<file path="config.mk">
export PLATFORM = sky130hd
export DESIGN_NAME = page_translate_fifo_lru_unit
export DESIGN_NICKNAME = d
export VERILOG_FILES = /design/src/ptfl_pkg.sv /design/src/ptfl_front.sv /design/src/ptfl_back.sv /design/src/page_translate_fifo_lru_unit.sv
export SDC_FILE = /design/constraint.sdc
export NUM_CORES = 2
export LEC_CHECK = 0
export BUFFER_PORTS_ARGS = -buffer_cell sky130_fd_sc_hd__buf_2
export CAP_MARGIN = 20
export CELL_PAD_IN_SITES_DETAIL_PLACEMENT = 0
export CELL_PAD_IN_SITES_GLOBAL_PLACEMENT = 1
export CORE_MARGIN = 2
export CORE_UTILIZATION = 55
export CTS_BUF_LIST = sky130_fd_sc_hd__clkbuf_4
export DETAILED_ROUTE_END_ITERATION = 7
export GPL_TIMING_DRIVEN = 1
export PLACE_DENSITY_LB_ADDON = 0.1
export SYNTH_ARGS = -nofsm -noshare
export SYNTH_HDL_FRONTEND = slang
export SYNTH_SLANG_ARGS = --single-unit
export TNS_END_PERCENT = 50
</file>
<file path="constraint.sdc">
create_clock -name clk -period 19.42 [get_ports clk]
set_input_delay 3.884 -clock clk [delete_from_list [all_inputs] [get_ports clk]]
set_output_delay 3.884 -clock clk [all_outputs]
set_load 0.01 [all_outputs]
</file>
<file path="src/ptfl_pkg.sv">
// shared types and constants for the page translation unit
package ptfl_pkg;
  localparam int KEY_W = 32;
  localparam int TIME_W = 64;
  localparam logic [4:0] MAX_SHIFT = 5'd20;

  typedef enum logic [1:0] {
    REG_MODE   = 2'd0,
    REG_SHIFT  = 2'd1,
    REG_FRAMES = 2'd2
  } reg_index_t;

  typedef struct packed {
    logic [31:0] key;
    logic [31:0] offset;
    logic        wr;
  } req_t;
endpackage

</file>
<file path="src/ptfl_front.sv">
// front part: forms key and offset, queues requests for the back part
module ptfl_front import ptfl_pkg::*; (
  input  logic        clk,
  input  logic        rst,
  input  logic [4:0]  shift,
  input  logic        in_valid,
  output logic        in_ready,
  input  logic [15:0] pid,
  input  logic [31:0] vaddr,
  input  logic        wr,
  output logic        q_valid,
  input  logic        q_ready,
  output req_t        q_data
);
  req_t        slot [2];
  logic        wp, rp;
  logic [1:0]  count;
  logic [31:0] page, mask;
  req_t        req;
  logic        push, pop;

  assign page = vaddr >> shift;
  assign mask = (32'd1 << shift) - 32'd1;
  always_comb begin
    req.key = {pid, 16'd0} | page;
    req.offset = vaddr & mask;
    req.wr = wr;
  end

  assign in_ready = (count != 2'd2);
  assign q_valid = (count != 2'd0);
  assign q_data = slot[rp];
  assign push = in_valid && in_ready;
  assign pop = q_valid && q_ready;

  always_ff @(posedge clk) begin
    if (push) slot[wp] <= req;
    if (rst) begin
      wp <= 1'b0;
      rp <= 1'b0;
      count <= 2'd0;
    end else begin
      if (push) wp <= ~wp;
      if (pop) rp <= ~rp;
      count <= count + {1'b0, push} - {1'b0, pop};
    end
  end
endmodule

</file>
<file path="src/ptfl_back.sv">
// back part: scans frames one per cycle, updates table, registers result
module ptfl_back import ptfl_pkg::*; #(
  parameter int FRAME_SLOTS = 16
) (
  input  logic        clk,
  input  logic        rst,
  input  logic        mode,
  input  logic [4:0]  shift,
  input  logic [4:0]  frames_cfg,
  input  logic        q_valid,
  output logic        q_ready,
  input  req_t        q_data,
  output logic        out_valid,
  input  logic        out_ready,
  output logic [31:0] physical_addr,
  output logic        page_hit,
  output logic [3:0]  frame_index,
  output logic        evicted,
  output logic [31:0] evict_key,
  output logic        victim_dirty,
  output logic [31:0] hits_total,
  output logic [31:0] faults_total
);
  localparam int IW = (FRAME_SLOTS > 1) ? $clog2(FRAME_SLOTS) : 1;
  localparam int CW = $clog2(FRAME_SLOTS + 1);

  typedef enum logic [2:0] {
    S_IDLE = 3'b001,
    S_SCAN = 3'b010,
    S_DONE = 3'b100
  } state_t;

  state_t state;
  logic [FRAME_SLOTS-1:0] used;
  logic [KEY_W-1:0]  key_mem  [FRAME_SLOTS];
  logic              dirty    [FRAME_SLOTS];
  logic [TIME_W-1:0] last_mem [FRAME_SLOTS];
  logic [TIME_W-1:0] load_mem [FRAME_SLOTS];
  logic [TIME_W-1:0] clock_cnt;
  req_t       cur;
  logic [IW-1:0] idx, n_last;
  logic       hit_f, free_f;
  logic [IW-1:0] hit_i, free_i, best_i;
  logic [TIME_W-1:0] best_t, t_cur;
  logic [CW-1:0] n_act;
  logic [4:0] sh;
  // commit and result selection, from the scan plus the last frame
  logic commit;
  logic c_hit, c_free;
  logic [IW-1:0] c_hi, c_fi, c_bi, c_sel;

  always_comb begin
    if (frames_cfg == 5'd0) n_act = CW'(1);
    else if ({27'd0, frames_cfg} > FRAME_SLOTS) n_act = CW'(FRAME_SLOTS);
    else n_act = CW'(frames_cfg);
    n_last = IW'(n_act - CW'(1));
    sh = (shift > MAX_SHIFT) ? MAX_SHIFT : shift;
    t_cur = mode ? last_mem[idx] : load_mem[idx];
  end

  assign q_ready = (state == S_IDLE);
  assign out_valid = (state == S_DONE);

  always_comb begin
    c_hit = hit_f; c_hi = hit_i;
    c_free = free_f; c_fi = free_i;
    c_bi = best_i;
    if (used[idx] && key_mem[idx] == cur.key && !hit_f) begin
      c_hit = 1'b1; c_hi = idx;
    end
    if (!used[idx] && !free_f) begin
      c_free = 1'b1; c_fi = idx;
    end
    if (idx == '0 || t_cur < best_t) c_bi = idx;
    c_sel = c_hit ? c_hi : (c_free ? c_fi : c_bi);
    commit = (state == S_SCAN) && (idx == n_last) && !rst;
  end

  always_ff @(posedge clk) begin
    if (rst) begin
      state <= S_IDLE;
      used <= '0;
      clock_cnt <= '0;
      hits_total <= '0;
      faults_total <= '0;
    end else begin
      unique case (state)
        S_IDLE: begin
          if (q_valid) begin
            cur <= q_data;
            idx <= '0;
            hit_f <= 1'b0;
            free_f <= 1'b0;
            clock_cnt <= clock_cnt + 64'd1;
            state <= S_SCAN;
          end
        end
        S_SCAN: begin
          if (used[idx] && key_mem[idx] == cur.key && !hit_f) begin
            hit_f <= 1'b1;
            hit_i <= idx;
          end
          if (!used[idx] && !free_f) begin
            free_f <= 1'b1;
            free_i <= idx;
          end
          if (idx == '0 || t_cur < best_t) begin
            best_t <= t_cur;
            best_i <= idx;
          end
          if (idx == n_last) state <= S_DONE;
          else idx <= idx + IW'(1);
        end
        S_DONE: begin
          if (out_ready) state <= S_IDLE;
        end
        default: state <= S_IDLE;
      endcase
      if (commit) begin
        if (c_hit) begin
          hits_total <= hits_total + 32'd1;
        end else begin
          faults_total <= faults_total + 32'd1;
          used[c_sel] <= 1'b1;
        end
      end
    end
  end

  always_ff @(posedge clk) begin
    if (commit) begin
      page_hit <= c_hit;
      frame_index <= 4'(c_sel);
      physical_addr <= (32'(c_sel) << sh) + cur.offset;
      evicted <= !c_hit && !c_free;
      evict_key <= (!c_hit && !c_free) ? key_mem[c_sel] : 32'd0;
      victim_dirty <= (!c_hit && !c_free) ? dirty[c_sel] : 1'b0;
      last_mem[c_sel] <= clock_cnt;
      if (c_hit) begin
        if (cur.wr) dirty[c_sel] <= 1'b1;
      end else begin
        key_mem[c_sel] <= cur.key;
        dirty[c_sel] <= cur.wr;
        load_mem[c_sel] <= clock_cnt;
      end
    end
  end
endmodule

</file>
<file path="src/page_translate_fifo_lru_unit.sv">
// top level of the page translation unit with fifo or lru replacement
// the frame scan visits one frame per cycle; the scan takes a new transaction only
// after the previous result has been taken, and a 2-entry queue holds requests
// reset clears frame used marks, access clock and counters, and sets config registers to defaults
module page_translate_fifo_lru_unit import ptfl_pkg::*; #(
  parameter int FRAME_SLOTS = 16
) (
  input  logic         clk,
  input  logic         rst,
  input  logic         s_axis_tvalid,
  output logic         s_axis_tready,
  input  logic [55:0]  s_axis_tdata,  // process_number, virtual_addr, write_access
  output logic         m_axis_tvalid,
  input  logic         m_axis_tready,
  // physical_addr, page_hit, frame_index, evicted, evicted key, victim_dirty,
  // hits_total, faults_total
  output logic [135:0] m_axis_tdata,
  input  logic         cfg_we,
  input  logic [1:0]   cfg_index,
  input  logic [4:0]   cfg_data
);
  logic mode;
  logic [4:0] shift, frames;
  logic q_valid, q_ready;
  req_t q_data;
  logic [31:0] pa, vk, ht, ft;
  logic ph, ev, vd;
  logic [3:0] fi;
  logic [4:0] sh;

  assign sh = (shift > MAX_SHIFT) ? MAX_SHIFT : shift;

  always_ff @(posedge clk) begin
    if (rst) begin
      mode <= 1'b0;
      shift <= 5'd12;
      frames <= 5'd16;
    end else if (cfg_we) begin
      case (cfg_index)
        REG_MODE: mode <= cfg_data[0];
        REG_SHIFT: shift <= cfg_data;
        REG_FRAMES: frames <= cfg_data;
        default: ;
      endcase
    end
  end

  ptfl_front u_front (
    .clk, .rst, .shift(sh),
    .in_valid(s_axis_tvalid), .in_ready(s_axis_tready),
    .pid(s_axis_tdata[15:0]), .vaddr(s_axis_tdata[47:16]), .wr(s_axis_tdata[48]),
    .q_valid, .q_ready, .q_data
  );

  ptfl_back #(.FRAME_SLOTS(FRAME_SLOTS)) u_back (
    .clk, .rst, .mode, .shift, .frames_cfg(frames),
    .q_valid, .q_ready, .q_data,
    .out_valid(m_axis_tvalid), .out_ready(m_axis_tready),
    .physical_addr(pa), .page_hit(ph), .frame_index(fi), .evicted(ev),
    .evict_key(vk), .victim_dirty(vd), .hits_total(ht), .faults_total(ft)
  );

  assign m_axis_tdata = {1'b0, ft, ht, vd, vk, ev, fi, ph, pa};
endmodule

</file>
## Word level (Yosys, flattened, before mapping)

Memory sizes are Yosys's and may differ from the RTL's. A register that Yosys moved wholly into a read port is not among the register bits.
Index checks and enable logic that the tools add are counted.
W data, S select, Z words.

| word-level totals | value |
|---|---|
| input bits | 68 |
| RAM bits | 2706 |
| memories kept | 5 |
| register bits after elaboration | 282 |

Memory list:

| name | depth | bits a word | rd ports | clocked after memory_dff | wr ports | RTL line | RTL |
|---|---|---|---|---|---|---|---|
| u_back.last_mem | 16 | 64 | 1 | 1 | 1 | ptfl_back.sv:37 | `logic [TIME_W-1:0] last_mem [FRAME_SLOTS];` |
| u_back.load_mem | 16 | 64 | 1 | 1 | 1 | ptfl_back.sv:38 | `logic [TIME_W-1:0] load_mem [FRAME_SLOTS];` |
| u_back.key_mem | 16 | 32 | 2 | 2 | 1 | ptfl_back.sv:35 | `logic [KEY_W-1:0] key_mem [FRAME_SLOTS];` |
| u_front.slot | 2 | 65 | 1 | 1 | 1 | ptfl_front.sv:15 | `req_t slot [2];` |
| u_back.dirty | 16 | 1 | 1 | 1 | 1 | ptfl_back.sv:36 | `logic dirty [FRAME_SLOTS];` |

| cells by class | value |
|---|---|
| add/sub/neg operators | 9 |
| magnitude comparators | 6 |
| bitwise operators | 8 |
| muxes and demuxes | 40 |
| reductions and logical operators | 35 |
| equality and inequality tests | 12 |
| shift-type cells | 3 |

Operator list:

| kind | number |
|---|---|
| $add A32 B1 Y32 const B | 2 |
| $add A64 B1 Y64 const B | 1 |
| $lt A64 B64 Y1 | 1 |
| $mux W64 | 1 |
| $mux W4 | 12 |
| $add A32 B32 Y32 | 1 |
| $and A32 B32 Y32 | 1 |
| $eq A32 B32 Y1 | 1 |
| $or A32 B32 Y32 | 1 |
| $shl A1 B5 Y32 const A | 1 |
| $shl A4 B5 Y32 | 1 |
| $shr A32 B5 Y32 | 1 |
| $sub A32 B1 Y32 const B | 1 |
| $mux W1 | 17 |
| $or A16 B16 Y16 | 1 |
| $reduce_and A2 Y1 | 7 |
| $reduce_and A3 Y1 | 4 |
| $gt A5 B5 Y1 const B | 2 |
| $lt A4 B5 Y1 const B | 2 |
| $logic_and A1 B1 Y1 | 9 |
| $mux W3 | 3 |
| $pmux W3 S3 | 1 |
| $logic_not A1 Y1 | 8 |
| $pmux W4 S2 | 1 |
| 25 further kinds | 33 |

## Longest topological paths before layout

| depth | value |
|---|---|
| depth after elaboration | 12 |
| mapped depth | 42 |

## Modules after synthesis

From an unflattened synthesis, not the netlist that was laid out.

| second synthesis, totals | value |
|---|---|
| cell total of the unflattened synthesis | 6868 |
| area total of the unflattened synthesis | 127544.8 sq um |

Modules (own cells, without submodules):

| module | cells each | seq. area each (sq um) | area each (sq um) | instances |
|---|---|---|---|---|
| ptfl_back | 6301 | 86923.4 | 119842.4 | 1 |
| ptfl_front | 507 | 4003.8 | 7134.3 | 1 |
| page_translate_fifo_lru_unit | 60 | 220.2 | 568.0 | 1 |

## Worst setup path after synthesis

Ideal clock, no wire load.

| timing | value |
|---|---|
| path kind | register -> register |
| start point | register (tool-made name) |
| end point | memory u_back.key_mem[7][0], enable pin |
| library setup time | 790 ps |
| path slack | 2746 ps |
| required time | 18630 ps |
| buffers on the path | 7 |
| clock period less this slack | 16674 ps |
| arrival | 15884 ps |
| stages on the path, launching flop included | 23 |
| cell sequence | dfxtp_1 > buf_6 > buf_6 > buf_4 > clkbuf_1 > clkbuf_1 > clkbuf_1 > mux4_2 > mux4_2 > mux2_2 > ha_1 > a21o_1 > a21o_1 > a2111oi_0 > nor4_1 > or4b_1 > o311ai_1 > a211oi_2 > o2bb2ai_1 > a221oi_4 > buf_2 > o21ai_2 > nor4_1 |

RTL lines:

| item | RTL line |
|---|---|
| end, declared | ptfl_back.sv:35 |

==> run metrics <==
status complete, no violations; Clock Skew roughly 0.11 ns; largest family of logic cells by synthesized area multiplexers; IO Count 206; Yosys reg bits 3090; number of global-route vias before repair roughly 72k; largest net degree at the start of global routing ~130; Iteration-0 DRC Markers around 7.5k; Tmin final around 13 ns; worst slew pin tran roughly 1.2 ns; CTS Sinks 3090; Worst Setup Start Kind flop; number of fill cells in the layout roughly 17k; sequential share of the synthesized area 0.714; Floorplan Core Area about 230000 µm²; Slowest-stage cell, CP a2111oi_0; Final Max Tran Viols 0; GRT Residual Overflow 0; Hold EP u_back.used[2]; Simple-Gate Fraction of Synth Area 0.0370; Peak VDD IR 84.0 µV; Final nets around 7.7k; Worst path max stage delay 0.85 ns; CTS tree yes; post_cts resized 0; Synth Warn # 0; Pleak ~48 nW; Avg Cell Area, Syn about 19 µm²; 1st-pass router iterations 5; Power per Cell Area about 120 nW/µm²; layout cells sized above 1 0.328; kind of critical path reg2reg; hold depth 2; post-synthesis cell area 128000 µm²; f_max 0.0787 GHz; ys flop type edfxtp_1; first-pass GRT wire length between 400000 and 500000 µm; CTS HTree Levels 6; Most common cell on crit path o21a_1; Clock Tree Buf Depth 4; register-to-register setup slack 6.72 ns; clock latency on the worst-skew pair approximately 1.5 ns; routability cong. between 0.8 and 0.9; DPL Wire Length ~170000 µm; Final Setup Violations 0; root buf cell clkbuf_4; cell count after synthesis around 6.7k; HP Start u_back.used[2]; max-cap violation count 0; Compound-Gate Fraction of Synth Area 0.0360; routed vias/inst around 6.3; Post-Synth XOR/XNOR Area 0.0112; Reg clk slew, reported paths 0.07 ns; Die W slightly below 500 µm; Rows around 180; RSZ-0062 raised after global routing no; area delta synth->final 12.0%; WL/cell 30.0 µm; Post-synth EDFFs roughly 3k; Max-slew headroom 0.231; final wirelength roughly 330000 µm; area share of fa/ha/maj cells after synthesis 0.0102; Routed Antenna Nets 0; CP max FO ~100; CP Capture Type flop; ys async rst share 0; IO Port Bufs around 200; die height ~490 µm; starting density of the core 0.554; # hold bufs at CTS 0; Worst Path Required between 20 and 25 ns; total number of vias about 70k; die area around 240000 µm²; r2r worst-path depth 34; Tot Pwr around 17 mW; reg-to-reg endpoint u_back.physical_addr[31]; DRC viols 0; final period utilization 0.654; GR Util All Layers 0.284; post-synthesis mux area share 0.174; CTS Buf Count approximately 780; CP Data Arrival Time about 14 ns; worst min path class reg2reg; setup bufs post-CTS 0; post-route setup TNS 0 ns; Hold Vio Cnt, Final 0; Distinct cells, synth between 100 and 150; antenna violations before repair 21
## layout by cell type, fill, tap and decap left out, drive strengths merged, types with 160 or more instances in the layout
| cell | n |
|---|---|
| a21oi | 208 |
| buf | 384 |
| clkbuf | 1135 |
| clkinv | 205 |
| dfxtp | 166 |
| edfxtp | 2924 |
| mux2 | 190 |
| mux2i | 217 |
| mux4 | 792 |
| nand2 | 160 |
| nand3 | 175 |
| nor2 | 268 |
| o21ai | 214 |
## synth_stat cells, drive strengths merged, types with 13 or more instances
library cell / count / area share
a2111oi: 42 / 0.0029
nor3: 57 / 0.0022
xnor2: 67 / 0.0046
o21bai: 13 / 0.00076
and4: 15 / 0.0010
a211oi: 16 / 0.00098
mux4: 792 / 0.14
and2: 34 / 0.0017
nand2: 160 / 0.0047
clkbuf: 230 / 0.0068
a22oi: 73 / 0.0043
a21o: 28 / 0.0016
buf: 150 / 0.0083
o21ai: 214 / 0.0084
nor4: 24 / 0.0017
nor2b: 30 / 0.0015
mux2i: 217 / 0.017
nand4: 34 / 0.0018
a31oi: 15 / 0.00073
dfxtp: 166 / 0.026
nand3: 175 / 0.0070
or3: 35 / 0.0017
and3: 40 / 0.0020
mux2: 190 / 0.017
o22ai: 14 / 0.00069
nand2b: 17 / 0.00083
a21oi: 208 / 0.0082
xor2: 96 / 0.0066
ha: 103 / 0.010
nor2: 268 / 0.0080
edfxtp: 2924 / 0.69
inv: 115 / 0.0034
## worst max-delay path by stage
stage | startpoint | endpoint | slack [ns] | depth (start not counted)
2_1_floorplan | flop | u_back.key_mem[7][0] | 2.75 | 22
3_3_place_gp | flop | u_back.physical_addr[31] | 6.33 | 34
3_5_place_dp | flop | u_back.physical_addr[31] | 6.68 | 34
4_1_cts | flop | u_back.physical_addr[31] | 6.57 | 34
5_1_grt | flop | u_back.physical_addr[29] | 5.78 | 34
6_report | flop | u_back.physical_addr[31] | 6.72 | 34
## sequential cells by signal, indices dropped and copies added (netlist names), 5 cells and up, named ones only
name                  cells
u_back.cur               65
u_back.physical_addr     32
u_back.key_mem          512
u_back.clock_cnt         64
u_front.slot            130
u_back.load_mem        1024
u_back.evict_key         32
u_back.last_mem        1024
u_back.used              16
u_back.faults_total      32
u_back.hits_total        32
frames                    5
u_back.dirty             16
u_back.best_t            64
shift                     5
## critical path, delay by kind of cell, from the launching register on
family | cells | cell delay [ns]
xor+xnor | 1 | 0.13
simple gates | 5 | 1.03
mux | 3 | 1.40
fa+ha+maj | 2 | 0.62
flops | 1 | 0.78
compound gates | 19 | 5.88
buf+inv | 4 | 2.37
## kinds of logic after synthesis
kind of cell               after synthesis
xor gates and xnor gates               163
DFF                                   3090
muxes                                 1199
buffers and inverters                  495
other                                    1
AOI/OAI and AO/OA                      727
and+or+nand+nor                        934
adders and majority gates              104
## metrics by stage
stage | cells | setup WS [ns] | util | hold WS [ns] | cell area, µm²
floorplan | 6732 | 2.75 | - | 0.431 | 128000
global placement | 9726 | 6.33 | 0.574 | 0.446 | 132000
detailed placement | 9727 | 6.68 | 0.574 | 0.455 | 132000
global route | 11100 | 5.78 | 0.621 | 0.493 | 143000
finish | 11100 | 6.72 | 0.621 | 0.467 | 143000
CTS | 11100 | 6.57 | 0.617 | 0.470 | 142000
## area by class of cell
cell class	instances	area, µm²	share of cell area
Timing Repair Buffer	384	3250	0.0227
Clock inverter	233	1240	0.00867
Inverter	115	462	0.00323
Antenna cell	11	27.5	0.000192
Tap cell	3026	3790	0.0265
Sequential cell	3090	91100	0.637
Clock buffer	1135	8520	0.0596
Multi-Input combinational cell	3147	34600	0.242
## power breakdown
group | switching (mW) | leakage (nW) | internal [mW]
registers | 0.163 | 28.2 | 7.46
clock network | 2.58 | 5.79 | 2.81
logic | 2.08 | 13.8 | 1.74
total | 4.82 | 47.9 | 12.0
## metal layers
layer / up-vias / wire [µm] / track usage / part of all wire
met2: 3377 / 163000 / 0.456 / 0.49
met3: 528 / 30200 / 0.0654 / 0.090
met5: - / 64 / 0 / 0.00019
met1: 36500 / 133000 / 0.391 / 0.40
li1: 29700 / - / - / -
met4: 10 / 7730 / 0.0844 / 0.023
Power figures use the tool's default switching activity.
